<file path="config.mk">
export PLATFORM = sky130hd
export DESIGN_NAME = timer_divider_factor_search_core
export DESIGN_NICKNAME = d
export VERILOG_FILES = /design/src/rtl/tfs_pkg.sv /design/src/rtl/timer_divider_factor_search_core.sv /design/src/rtl/tfs_div.sv
export SDC_FILE = /design/constraint.sdc
export NUM_CORES = 2
export LEC_CHECK = 0
export ABC_AREA = 0
export CORE_ASPECT_RATIO = 1.4
export CORE_MARGIN = 1.5
export CORE_UTILIZATION = 60
export CTS_BUF_LIST = sky130_fd_sc_hd__clkbuf_4 sky130_fd_sc_hd__clkbuf_8
export DETAILED_ROUTE_END_ITERATION = 10
export DONT_BUFFER_PORTS = 1
export PLACE_DENSITY_LB_ADDON = 0.08
export SLEW_MARGIN = 20
export SYNTH_ARGS = -nofsm -noshare
export SYNTH_HDL_FRONTEND = slang
export SYNTH_SLANG_ARGS = --single-unit
export TNS_END_PERCENT = 10
</file>
<file path="constraint.sdc">
create_clock -name i_clk -period 9.3 [get_ports i_clk]
set_input_delay 0.465 -clock i_clk [delete_from_list [all_inputs] [get_ports i_clk]]
set_output_delay 0.465 -clock i_clk [all_outputs]
set_load 0.05 [all_outputs]
</file>
<file path="src/rtl/tfs_pkg.sv">
// Shared types and constants for the timer divider factor search.
package tfs_pkg;

    localparam int DATA_W = 32;
    localparam int FAC_W  = 16;

    localparam int FACTOR_LIMIT = 65535;

    localparam logic [FAC_W-1:0]  ERR_START   = 16'hFFFF;
    localparam logic [DATA_W-1:0] CLK_RESET   = 32'd240000000;
    localparam logic [DATA_W-1:0] ERR_SAT_MAX = 32'h7FFF_FFFF;
    localparam logic [DATA_W-1:0] ERR_SAT_MIN = 32'h8000_0000;

    // Operands handed to the shared divider.
    typedef struct packed {
        logic [DATA_W-1:0] dividend;
        logic [DATA_W-1:0] divisor;
    } t_div_req;

endpackage

</file>
<file path="src/rtl/timer_divider_factor_search_core.sv">
// Top level: searches period and prescaler factors for a wanted timer frequency.
// A rejected request (zero or above clock) answers in the cycle after accept.
// Otherwise a target divide and a square root, then a divide and two multiplies per
// factor row from floor(sqrt(target)) down to 2 (or a zero error), then a final divide.
// Throughput: one request at a time, busy the whole search; the receiver cannot stall.
// Reset: synchronous active low; clears sequencer and strobe, clock register to 240 MHz.
module timer_divider_factor_search_core #(
    parameter int FACTOR_LIMIT = tfs_pkg::FACTOR_LIMIT
) (
    input  logic                              i_clk,
    input  logic                              i_rst_n,
    // configuration
    input  logic                              i_cfg_we,
    input  logic [tfs_pkg::DATA_W-1:0]        i_cfg_wdata,
    // request
    input  logic                              start,
    output logic                              busy,
    input  logic [tfs_pkg::DATA_W-1:0]        i_wanted_freq,
    // result
    output logic                              o_valid,
    output logic                              o_ok,
    output logic [tfs_pkg::FAC_W-1:0]         o_period_factor,
    output logic [tfs_pkg::FAC_W-1:0]         o_prescale_factor,
    output logic signed [tfs_pkg::DATA_W-1:0] o_freq_error
);

    localparam int DW = tfs_pkg::DATA_W;
    localparam int FW = tfs_pkg::FAC_W;

    // Sequencer states, one-hot.
    typedef enum logic [9:0] {
        S_IDLE = 10'b00_0000_0001,  // wait for a request
        S_DIVT = 10'b00_0000_0010,  // target = clock / freq
        S_SQRT = 10'b00_0000_0100,  // integer square root, two bits per step
        S_ROW  = 10'b00_0000_1000,  // loop test for current period factor a
        S_DIVQ = 10'b00_0001_0000,  // q = target / a
        S_MUL1 = 10'b00_0010_0000,  // a * c1
        S_MUL2 = 10'b00_0100_0000,  // a * c2, error of c1
        S_CMP  = 10'b00_1000_0000,  // error of c2, keep best, next a
        S_FMUL = 10'b01_0000_0000,  // product of kept factors
        S_FDIV = 10'b10_0000_0000   // clock / product, frequency error
    } t_state;

    t_state             r_state, n_state;
    logic [DW-1:0]      r_timer_clock, n_timer_clock;
    logic               r_valid, n_valid;

    logic [DW-1:0]      r_freq, n_freq;
    logic [DW-1:0]      r_target, n_target;
    logic [FW-1:0]      r_bmax, n_bmax;
    logic [DW-1:0]      r_sq_v, n_sq_v;
    logic [DW-1:0]      r_sq_root, n_sq_root;
    logic [DW-1:0]      r_sq_bit, n_sq_bit;
    logic [3:0]         r_sq_cnt, n_sq_cnt;
    logic [FW-1:0]      r_a, n_a;
    logic [FW-1:0]      r_c1, n_c1;
    logic [FW-1:0]      r_c2, n_c2;
    logic [DW-1:0]      r_p1, n_p1;
    logic [DW-1:0]      r_p2, n_p2;
    logic [DW-1:0]      r_d1, n_d1;
    logic [FW-1:0]      r_best, n_best;
    logic [FW-1:0]      r_fa, n_fa;
    logic [FW-1:0]      r_fb, n_fb;
    logic               r_ok, n_ok;
    logic [FW-1:0]      r_period, n_period;
    logic [FW-1:0]      r_prescale, n_prescale;
    logic [DW-1:0]      r_err, n_err;

    // shared divider
    logic               div_start;
    tfs_pkg::t_div_req  div_req;
    logic               div_done;
    logic [DW-1:0]      div_quo;

    // shared multiplier
    logic [FW-1:0]      mul_x, mul_y;
    logic [DW-1:0]      mul_p;

    // helpers
    logic               accept, reject;
    logic [DW:0]        sq_sum;
    logic               sq_fits;
    logic [DW-1:0]      sq_root_nx;
    logic [DW:0]        q_inc;
    logic [FW-1:0]      row_hi;
    logic [FW-1:0]      c1_cl, c2_cl;
    logic [DW-1:0]      d2;
    logic [DW:0]        err_wide;

    tfs_div u_div (
        .i_clk      (i_clk),
        .i_rst_n    (i_rst_n),
        .i_start    (div_start),
        .i_req      (div_req),
        .o_done     (div_done),
        .o_quotient (div_quo)
    );

    assign accept = start && !busy;
    assign reject = (i_wanted_freq == '0) || (i_wanted_freq > r_timer_clock);

    // One 16x16 multiplier, operands picked by state.
    always_comb begin
        unique case (r_state)
            S_MUL2:  begin mul_x = r_a;  mul_y = r_c2; end
            S_FMUL:  begin mul_x = r_fa; mul_y = r_fb; end
            default: begin mul_x = r_a;  mul_y = r_c1; end
        endcase
    end
    assign mul_p = DW'(mul_x) * DW'(mul_y);

    // Square root step: test root + bit against the remaining value.
    assign sq_sum     = {1'b0, r_sq_root} + {1'b0, r_sq_bit};
    assign sq_fits    = {1'b0, r_sq_v} >= sq_sum;
    assign sq_root_nx = sq_fits ? ((r_sq_root >> 1) + r_sq_bit) : (r_sq_root >> 1);

    // Best prescaler of a row sits at q or q+1, clamped to [a, bmax-1].
    assign row_hi = r_bmax - 1'b1;
    assign q_inc  = {1'b0, div_quo} + 1'b1;
    assign c1_cl  = (div_quo < DW'(r_a)) ? r_a :
                    (div_quo > DW'(row_hi)) ? row_hi : div_quo[FW-1:0];
    assign c2_cl  = (q_inc < (DW+1)'(r_a)) ? r_a :
                    (q_inc > (DW+1)'(row_hi)) ? row_hi : q_inc[FW-1:0];

    assign d2 = (r_p2 > r_target) ? (r_p2 - r_target) : (r_target - r_p2);

    assign err_wide = {1'b0, r_freq} - {1'b0, div_quo};

    always_comb begin
        n_state       = r_state;
        n_timer_clock = r_timer_clock;
        n_valid       = 1'b0;
        n_freq        = r_freq;
        n_target      = r_target;
        n_bmax        = r_bmax;
        n_sq_v        = r_sq_v;
        n_sq_root     = r_sq_root;
        n_sq_bit      = r_sq_bit;
        n_sq_cnt      = r_sq_cnt;
        n_a           = r_a;
        n_c1          = r_c1;
        n_c2          = r_c2;
        n_p1          = r_p1;
        n_p2          = r_p2;
        n_d1          = r_d1;
        n_best        = r_best;
        n_fa          = r_fa;
        n_fb          = r_fb;
        n_ok          = r_ok;
        n_period      = r_period;
        n_prescale    = r_prescale;
        n_err         = r_err;
        div_start     = 1'b0;
        div_req       = '{dividend: r_target, divisor: DW'(r_a)};

        if (i_cfg_we) begin
            n_timer_clock = i_cfg_wdata;
        end

        unique case (r_state)
            S_IDLE: begin
                if (accept) begin
                    if (reject) begin
                        // zero or out-of-range frequency: answer at once
                        n_valid    = 1'b1;
                        n_ok       = 1'b0;
                        n_period   = '0;
                        n_prescale = '0;
                        n_err      = '0;
                    end else begin
                        n_freq    = i_wanted_freq;
                        div_start = 1'b1;
                        div_req   = '{dividend: r_timer_clock, divisor: i_wanted_freq};
                        n_state   = S_DIVT;
                    end
                end
            end
            S_DIVT: begin
                if (div_done) begin
                    n_target  = div_quo;
                    n_bmax    = (div_quo < DW'(FACTOR_LIMIT)) ? div_quo[FW-1:0]
                                                             : FW'(FACTOR_LIMIT);
                    n_sq_v    = div_quo;
                    n_sq_root = '0;
                    n_sq_bit  = DW'(1) << (DW - 2);
                    n_sq_cnt  = '0;
                    n_best    = tfs_pkg::ERR_START;
                    n_fa      = FW'(1);
                    n_fb      = FW'(1);
                    n_state   = S_SQRT;
                end
            end
            S_SQRT: begin
                if (sq_fits) begin
                    n_sq_v = r_sq_v - sq_sum[DW-1:0];
                end
                n_sq_root = sq_root_nx;
                n_sq_bit  = r_sq_bit >> 2;
                n_sq_cnt  = r_sq_cnt + 1'b1;
                if (r_sq_cnt == 4'd15) begin
                    n_a     = sq_root_nx[FW-1:0];
                    n_state = S_ROW;
                end
            end
            S_ROW: begin
                if (r_a <= FW'(1) || r_best == '0) begin
                    n_state = S_FMUL;
                end else if (r_a >= r_bmax) begin
                    // row range empty
                    n_a = r_a - 1'b1;
                end else begin
                    div_start = 1'b1;
                    n_state   = S_DIVQ;
                end
            end
            S_DIVQ: begin
                if (div_done) begin
                    n_c1    = c1_cl;
                    n_c2    = c2_cl;
                    n_state = S_MUL1;
                end
            end
            S_MUL1: begin
                n_p1    = mul_p;
                n_state = S_MUL2;
            end
            S_MUL2: begin
                n_p2    = mul_p;
                n_d1    = (r_p1 > r_target) ? (r_p1 - r_target) : (r_target - r_p1);
                n_state = S_CMP;
            end
            S_CMP: begin
                // c1 wins ties; strict compare keeps the first pair found
                if (d2 < r_d1) begin
                    if (d2 < DW'(r_best)) begin
                        n_best = d2[FW-1:0];
                        n_fa   = r_a;
                        n_fb   = r_c2;
                    end
                end else if (r_d1 < DW'(r_best)) begin
                    n_best = r_d1[FW-1:0];
                    n_fa   = r_a;
                    n_fb   = r_c1;
                end
                n_a     = r_a - 1'b1;
                n_state = S_ROW;
            end
            S_FMUL: begin
                // product goes straight into the divider's divisor register
                div_start = 1'b1;
                div_req   = '{dividend: r_timer_clock, divisor: mul_p};
                n_state   = S_FDIV;
            end
            S_FDIV: begin
                if (div_done) begin
                    n_valid    = 1'b1;
                    n_ok       = 1'b1;
                    n_period   = r_fa;
                    n_prescale = r_fb;
                    if (err_wide[DW] != err_wide[DW-1]) begin
                        n_err = err_wide[DW] ? tfs_pkg::ERR_SAT_MIN : tfs_pkg::ERR_SAT_MAX;
                    end else begin
                        n_err = err_wide[DW-1:0];
                    end
                    n_state = S_IDLE;
                end
            end
            default: begin
                n_state = S_IDLE;
            end
        endcase
    end

    always_ff @(posedge i_clk) begin
        if (!i_rst_n) begin
            r_state       <= S_IDLE;
            r_valid       <= 1'b0;
            r_timer_clock <= tfs_pkg::CLK_RESET;
        end else begin
            r_state       <= n_state;
            r_valid       <= n_valid;
            r_timer_clock <= n_timer_clock;
        end
    end

    always_ff @(posedge i_clk) begin
        r_freq     <= n_freq;
        r_target   <= n_target;
        r_bmax     <= n_bmax;
        r_sq_v     <= n_sq_v;
        r_sq_root  <= n_sq_root;
        r_sq_bit   <= n_sq_bit;
        r_sq_cnt   <= n_sq_cnt;
        r_a        <= n_a;
        r_c1       <= n_c1;
        r_c2       <= n_c2;
        r_p1       <= n_p1;
        r_p2       <= n_p2;
        r_d1       <= n_d1;
        r_best     <= n_best;
        r_fa       <= n_fa;
        r_fb       <= n_fb;
        r_ok       <= n_ok;
        r_period   <= n_period;
        r_prescale <= n_prescale;
        r_err      <= n_err;
    end

    assign busy              = (r_state != S_IDLE);
    assign o_valid           = r_valid;
    assign o_ok              = r_ok;
    assign o_period_factor   = r_period;
    assign o_prescale_factor = r_prescale;
    assign o_freq_error      = $signed(r_err);

    // ---------------------------------------------------------------
    // assertions
    // ---------------------------------------------------------------

    // a result is only shown once the search has handed control back
    a_valid_idle: assert property (@(posedge i_clk) disable iff (!i_rst_n)
        o_valid |-> !busy)
        else $error("result strobe while busy");

    // rejected requests carry all-zero fields
    a_reject_zero: assert property (@(posedge i_clk) disable iff (!i_rst_n)
        (o_valid && !o_ok) |-> (o_period_factor == '0 && o_prescale_factor == '0
                                && o_freq_error == '0))
        else $error("rejected request with nonzero fields");

    // accepted requests never report a zero factor
    a_ok_factors: assert property (@(posedge i_clk) disable iff (!i_rst_n)
        (o_valid && o_ok) |-> (o_period_factor != '0 && o_prescale_factor != '0))
        else $error("zero factor on accepted request");

    // divider only finishes while the sequencer waits for it
    a_div_wait: assert property (@(posedge i_clk) disable iff (!i_rst_n)
        div_done |-> (r_state == S_DIVT || r_state == S_DIVQ || r_state == S_FDIV))
        else $error("divider done outside a wait state");

    // each compare step returns to the row test
    a_cmp_row: assert property (@(posedge i_clk) disable iff (!i_rst_n)
        (r_state == S_CMP) |=> (r_state == S_ROW))
        else $error("compare step did not return to row test");

endmodule

</file>
<file path="src/rtl/tfs_div.sv">
// Radix-2 restoring divider, one quotient bit per cycle.
module tfs_div (
    input  logic                         i_clk,
    input  logic                         i_rst_n,
    input  logic                         i_start,
    input  tfs_pkg::t_div_req            i_req,
    output logic                         o_done,
    output logic [tfs_pkg::DATA_W-1:0]   o_quotient
);

    localparam int CNT_W = $clog2(tfs_pkg::DATA_W);

    logic                        r_run, n_run;
    logic                        r_done, n_done;
    logic [CNT_W-1:0]            r_cnt, n_cnt;
    logic [tfs_pkg::DATA_W-1:0]  r_rem, n_rem;
    logic [tfs_pkg::DATA_W-1:0]  r_quo, n_quo;
    logic [tfs_pkg::DATA_W-1:0]  r_den, n_den;

    logic [tfs_pkg::DATA_W:0]    rem_sh;
    logic [tfs_pkg::DATA_W:0]    rem_sub;
    logic                        fits;

    assign rem_sh  = {r_rem, r_quo[tfs_pkg::DATA_W-1]};
    assign rem_sub = rem_sh - {1'b0, r_den};
    assign fits    = rem_sh >= {1'b0, r_den};

    always_comb begin
        n_run  = r_run;
        n_done = 1'b0;
        n_cnt  = r_cnt;
        n_rem  = r_rem;
        n_quo  = r_quo;
        n_den  = r_den;
        if (i_start) begin
            n_run = 1'b1;
            n_cnt = '0;
            n_rem = '0;
            n_quo = i_req.dividend;
            n_den = i_req.divisor;
        end else if (r_run) begin
            n_rem = fits ? rem_sub[tfs_pkg::DATA_W-1:0] : rem_sh[tfs_pkg::DATA_W-1:0];
            n_quo = {r_quo[tfs_pkg::DATA_W-2:0], fits};
            n_cnt = r_cnt + 1'b1;
            if (r_cnt == CNT_W'(tfs_pkg::DATA_W - 1)) begin
                n_run  = 1'b0;
                n_done = 1'b1;
            end
        end
    end

    always_ff @(posedge i_clk) begin
        if (!i_rst_n) begin
            r_run  <= 1'b0;
            r_done <= 1'b0;
            r_cnt  <= '0;
        end else begin
            r_run  <= n_run;
            r_done <= n_done;
            r_cnt  <= n_cnt;
        end
    end

    always_ff @(posedge i_clk) begin
        r_rem <= n_rem;
        r_quo <= n_quo;
        r_den <= n_den;
    end

    assign o_done     = r_done;
    assign o_quotient = r_quo;

endmodule

</file>
Word-level counts from Yosys, hierarchy flattened --
Index checks and enable logic that the tools add are counted.
Word-level totals: ROM bits 0, bits in registers 583, memories 0, RAM bits 0, logic and storage cells 191, input port bits 68, bits in latches 0, output and inout bits 67
Cells by class: add/sub/neg operators 14, magnitude comparators 15, divide/modulo/power cells 0, shift operators 0, equality and inequality tests 27, bitwise logic cells 3, multipliers 1, reduce and logical (&&, ||, !) cells 22, multiplexer cells 80
Operator list (number):
- 32-bit two-way mux | 15
- 16-bit two-way mux | 23
- 32-bit case mux with 2 select lines | 4
- 16-bit case mux with 2 select lines | 6
- 32-bit subtractor | 6
- 64-bit two-way mux | 2
- 64-bit case mux with 2 select lines | 1
- 10-bit case mux with 10 select lines | 1
- 32-bit > comparator | 3
- 32-bit by 16-bit less-than comparator with 1-bit output | 3
- 10-bit two-way mux | 8
- 16-bit case mux with 3 select lines | 1
- 32-bit by 1-bit adder with 33-bit output, second input constant | 1
- 32-bit by 32-bit adder with 33-bit output | 1
- 32-bit by 33-bit >= comparator with 1-bit output | 1
- 33-bit by 32-bit >= comparator with 1-bit output | 1
- 33-bit by 16-bit > comparator with 1-bit output | 1
- 33-bit by 16-bit less-than comparator with 1-bit output | 1
- 32-bit by 32-bit subtractor with 33-bit output | 1
- 31-bit by 32-bit adder with 32-bit output | 1
- 32-bit by 16-bit > comparator with 1-bit output | 1
- 32-bit logical NOT | 1
- 32-bit by 16-bit less-than comparator with 1-bit output, second input constant | 1
- 32-bit less-than comparator | 1
- 41 further kinds | 77

Logic depth before layout (Yosys ltp) --
depth after elaboration 6, depth in mapped cells 35, depth with buffers taken out 33

By module --
From an unflattened synthesis, not the netlist that was laid out.
Second synthesis, totals: cells, all modules 5287, area total of the unflattened synthesis 49288.5 um^2
Modules (own cells, without submodules):
- timer_divider_factor_search_core | seq. area each 13503.0 um^2, cells each 4704, area an instance 43340.3 um^2, instances 1
- tfs_div | seq. area each 2702.6 um^2, cells each 583, area an instance 5948.2 um^2, instances 1

Worst setup path before layout --
Ideal clock, no wire load.
kind reg-to-reg, from register r_state[4], to register u_div.r_den[31] in the netlist's numbering, data pin, data required time 9.044 ns, path buffers 3, slack -0.993 ns, stages on the path, launching flop included 33, clock period less this slack 10.293 ns, setup time 0.256 ns, arrival time 10.037 ns, cells stage by stage dfxtp_1 clkbuf_1 nor2_1 nand2_1 nor3_1 nand2_1 nor3b_1 clkbuf_1 a22oi_1 nand2_1 clkbuf_1 nand2_1 fa_1 inv_1 fa_1 fa_1 fa_1 fa_1 inv_1 fa_1 inv_1 ha_1 a21o_1 a21o_1 a211o_1 nor3_1 o21ai_0 o211ai_1 o211a_1 o31ai_1 o41ai_1 xnor2_1 a22o_1
RTL lines:
- start: declaration | RTL line timer_divider_factor_search_core.sv:44 | t_state r_state, n_state;
- start signal: assignment | RTL line timer_divider_factor_search_core.sv:280 | r_state <= n_state;
- end signal: assignment | RTL line tfs_div.sv:67 | r_den <= n_den;
- end: declaration | RTL line tfs_div.sv:18 | logic [tfs_pkg::DATA_W-1:0] r_den, n_den;

==> results.cfg <==
[synthesis]
synth.most_common_cell = inv_1
synth_top_cell_area_share_pct = 29.35
synth.distinct_cells = 96
synth.top_cells.by_count = inv_1 (588), nand2_1 (547), ha_1 (538)
synth_warnings = 0
yosys.area.top_type = edfxtp_1
synth_edf_count = 485
synth.net_count = 6168
syn-cell-area_um2 = 49630
synthCells = 5361
ys_ff_latch = 567
ys_async_sr_fraction_pct = 0
synth-seq-area-share_pct = 32.66
synth.avg_cell_area_um2 = 9.257
synth.area.top_cells = edfxtp_1 (29%), ha_1 (14%), fa_1 (8.1%)
ys.flop_type = edfxtp_1

[sta]
finalClockSkew_ns = 0.07615
fmax_mhz = 113.3
relSlewSlack_pct = 22.79
maxSlewViolCount = 0
finalHoldViolCount = 0
period_needed_ns = 8.823
period_share_pct = 94.87
setup_viol = 0
tightest_slew_ns = 1.150

[drt]
drt_iter0_markers = 3873
wirelength_um = 173900
drc = 0
ant_nets = 0
dr.pass1.iters = 7
via_per_inst = 6.410
wl_per_cell_um = 26.33
vias = 42323

[power_and_ir_drop]
p_switching_uw = 2344
p_int_uw = 4854
swShare_pct = 32.56
vdd_ir_drop_max_v = 0.0001358
leakagePower_uw = 0.02401
seqPwrFrac_pct = 43.8
clkPwrFrac_pct = 34.3
comb_power_share_pct = 21.9
powerDensity_nw_per_um2 = 133.6

[worst_setup_path]
critPathMaxFanout = 16
crit_buf_inv = 5
criticalPathCategory = flip-flop to flip-flop
arrival_ns = 9.31
end_kind = flip-flop
slowest_delay_ns = 0.55
crit_required_ns = 9.79
crit_slowest_cell = fa_1
critical_path.top_delay_family = adder cells
crit_top_cell = fa_1
cp-start-kind = flip-flop

[clocking]
clock_path_buffers = 3
clock-sinks = 567
htree_levels = 3
cts-root-buf = clkbuf_8
cts_tree = built
cts.clk_slew.worst_paths_ns = 0.07
clk-insertion-delay-late_ns = 0.78
tritoncts.num_buffers = 95

[place]
globalplace.congestion = 1.068
dp_cells = 6353
port-buffer-count = 0
place_area_um2 = 51150
dpl.hpwl_um = 132700

[final_layout]
layout.cells.non_filler = 6603
layout.nets = 6253
drive_gt1_share_pct = 6.734
stdcell_area_um2 = 53900
syn_to_final_growth_pct = 8.613

[min_path]
hold_path.class = input port to flip-flop

[global_route]
grt_pass1_wl_um = 254900
grt_usage_pct = 40.87
grt_pass1_vias = 41337
grt_start_max_net_pins = 66
antenna_found_initial = 11
grt_overflow_total = 0

[die]
ios = 135
core_region_area_um2 = 81760
rows = 124
die_area_um2 = 84470
chipHeight_um = 343.3
initial_core_util_pct = 60.69
die_w_um = 246.1

[run]
maxCapViolations = 0

[outcome]
outcome = finished clean
[cell type report]
cell class,count,area [um^2]
Clock buffer,125,1577
Tap cell,1071,1340
Fill cell,6824,27860
Inverter,595,2233
Antenna cell,8,20.02
Clock inverter,50,464.2
Sequential cell,567,16210
Multi-Input combinational cell,4003,30470
Timing Repair Buffer,184,1588
[power by group through the flow]
| stage | Sequential (uW) | Clock (uW) | Combinational (uW) |
|---|---|---|---|
| final | 3150 | 2470 | 1580 |
| after global routing | 3160 | 2570 | 1720 |
| after CTS | 3140 | 2480 | 1540 |
| after detailed placement | 3190 | 0 | 1480 |
| after global placement | 3190 | 0 | 1450 |
| after floorplan | 3130 | 0 | 1150 |
[per-layer routing]
metal	vias to the layer above	part of all wire, %	track usage, %
li1	19129	-	-
met1	20397	36	48.09
met2	2136	45	65.20
met3	655	9.1	8.644
met4	6	9.1	31.75
met5	-	0.021	0
[kinds of logic after synthesis]
group | count (synthesis) | share of synthesized area, %
simple gates | 1556 | 14.75
compound gates | 1287 | 16.90
buf+inv | 791 | 6.139
fa+ha+maj | 739 | 21.67
flops | 567 | 32.66
xor+xnor | 253 | 4.465
mux | 168 | 3.416
[sequential cells by signal, summed over array words and instances, names as in the netlist, 5 cells and up]
register and cells:
r_sq_bit 16, r_fb 16, r_c2 16, r_timer_clock 32, o_period_factor 16, r_p2 32
r_target 32, r_sq_root 32, r_freq 32, o_prescale_factor 16, r_c1 16, o_freq_error 32
u_div.o_quotient 32, r_a 16, r_d1 32, r_state 10, r_best 16, r_sq_v 32
r_bmax 16, r_fa 16, u_div.r_cnt 5, u_div.r_rem 32, u_div.r_den 32, r_p1 32
[per-stage QoR]
step	hold WS (ns)	util (%)	setup TNS, ns	setup slack [ns]	total power, uW
6_report	0.09158	65.92	0	0.4769	7198
5_1_grt	0.1089	65.91	-0.009435	-0.009435	7454
4_1_cts	0.06187	65.88	0	0.3442	7159
3_3_place_gp	0.4526	62.55	0	0.4597	4642
3_5_place_dp	0.4495	62.56	0	0.3530	4671
2_1_floorplan	0.4244	-	0	0.09729	4278
[worst reg2reg max path: cells and delay by family, from the launching register on]
family | cells | cell delay, ns
AOI/OAI and AO/OA | 9 | 2.44
xor gates and xnor gates | 1 | 0.17
adders and majority gates | 7 | 3.46
buffers and inverters | 5 | 0.44
DFF | 1 | 0.38
and+or+nand+nor | 7 | 1.67
[timing repair]
action | CTS | global route
setup buffers | 0 | 0
hold endpoints to repair | 102 | 0
hold buffers | 67 | 0
endpoints found under the setup margin | 0 | 6
resized for setup | 0 | 4
[path summary, 6_finish.rpt]
| kind | startpoint | endpoint | slack, ns | cells after the start |
|---|---|---|---|---|
| min reg2reg | u_div.r_rem[31] | u_div.r_rem[31] | 0.47 | 1 |
| min | start | r_state[1] | 0.09 | 3 |
| max reg2reg | r_state[1] | u_div.r_den[31] | 0.48 | 29 |
| max | r_state[1] | u_div.r_den[31] | 0.48 | 29 |
[placed cells by master (no fill, tap or decap), types with 51 or more instances in the layout]
master / count
fa_1: 201
a21o_1: 178
edfxtp_1: 485
o21a_1: 51
and2_1: 87
dlygate4sd3_1: 66
xor2_1: 81
nand4_1: 66
xnor2_1: 172
clkbuf_8: 102
buf_4: 114
a21oi_1: 339
dfxtp_1: 81
nor2_1: 434
nand2_1: 545
o21ai_0: 244
nor3_1: 61
a31oi_1: 83
mux2i_1: 157
ha_1: 538
inv_1: 586
nand3_1: 68
Note: power is estimated with default switching activity, not from simulation.
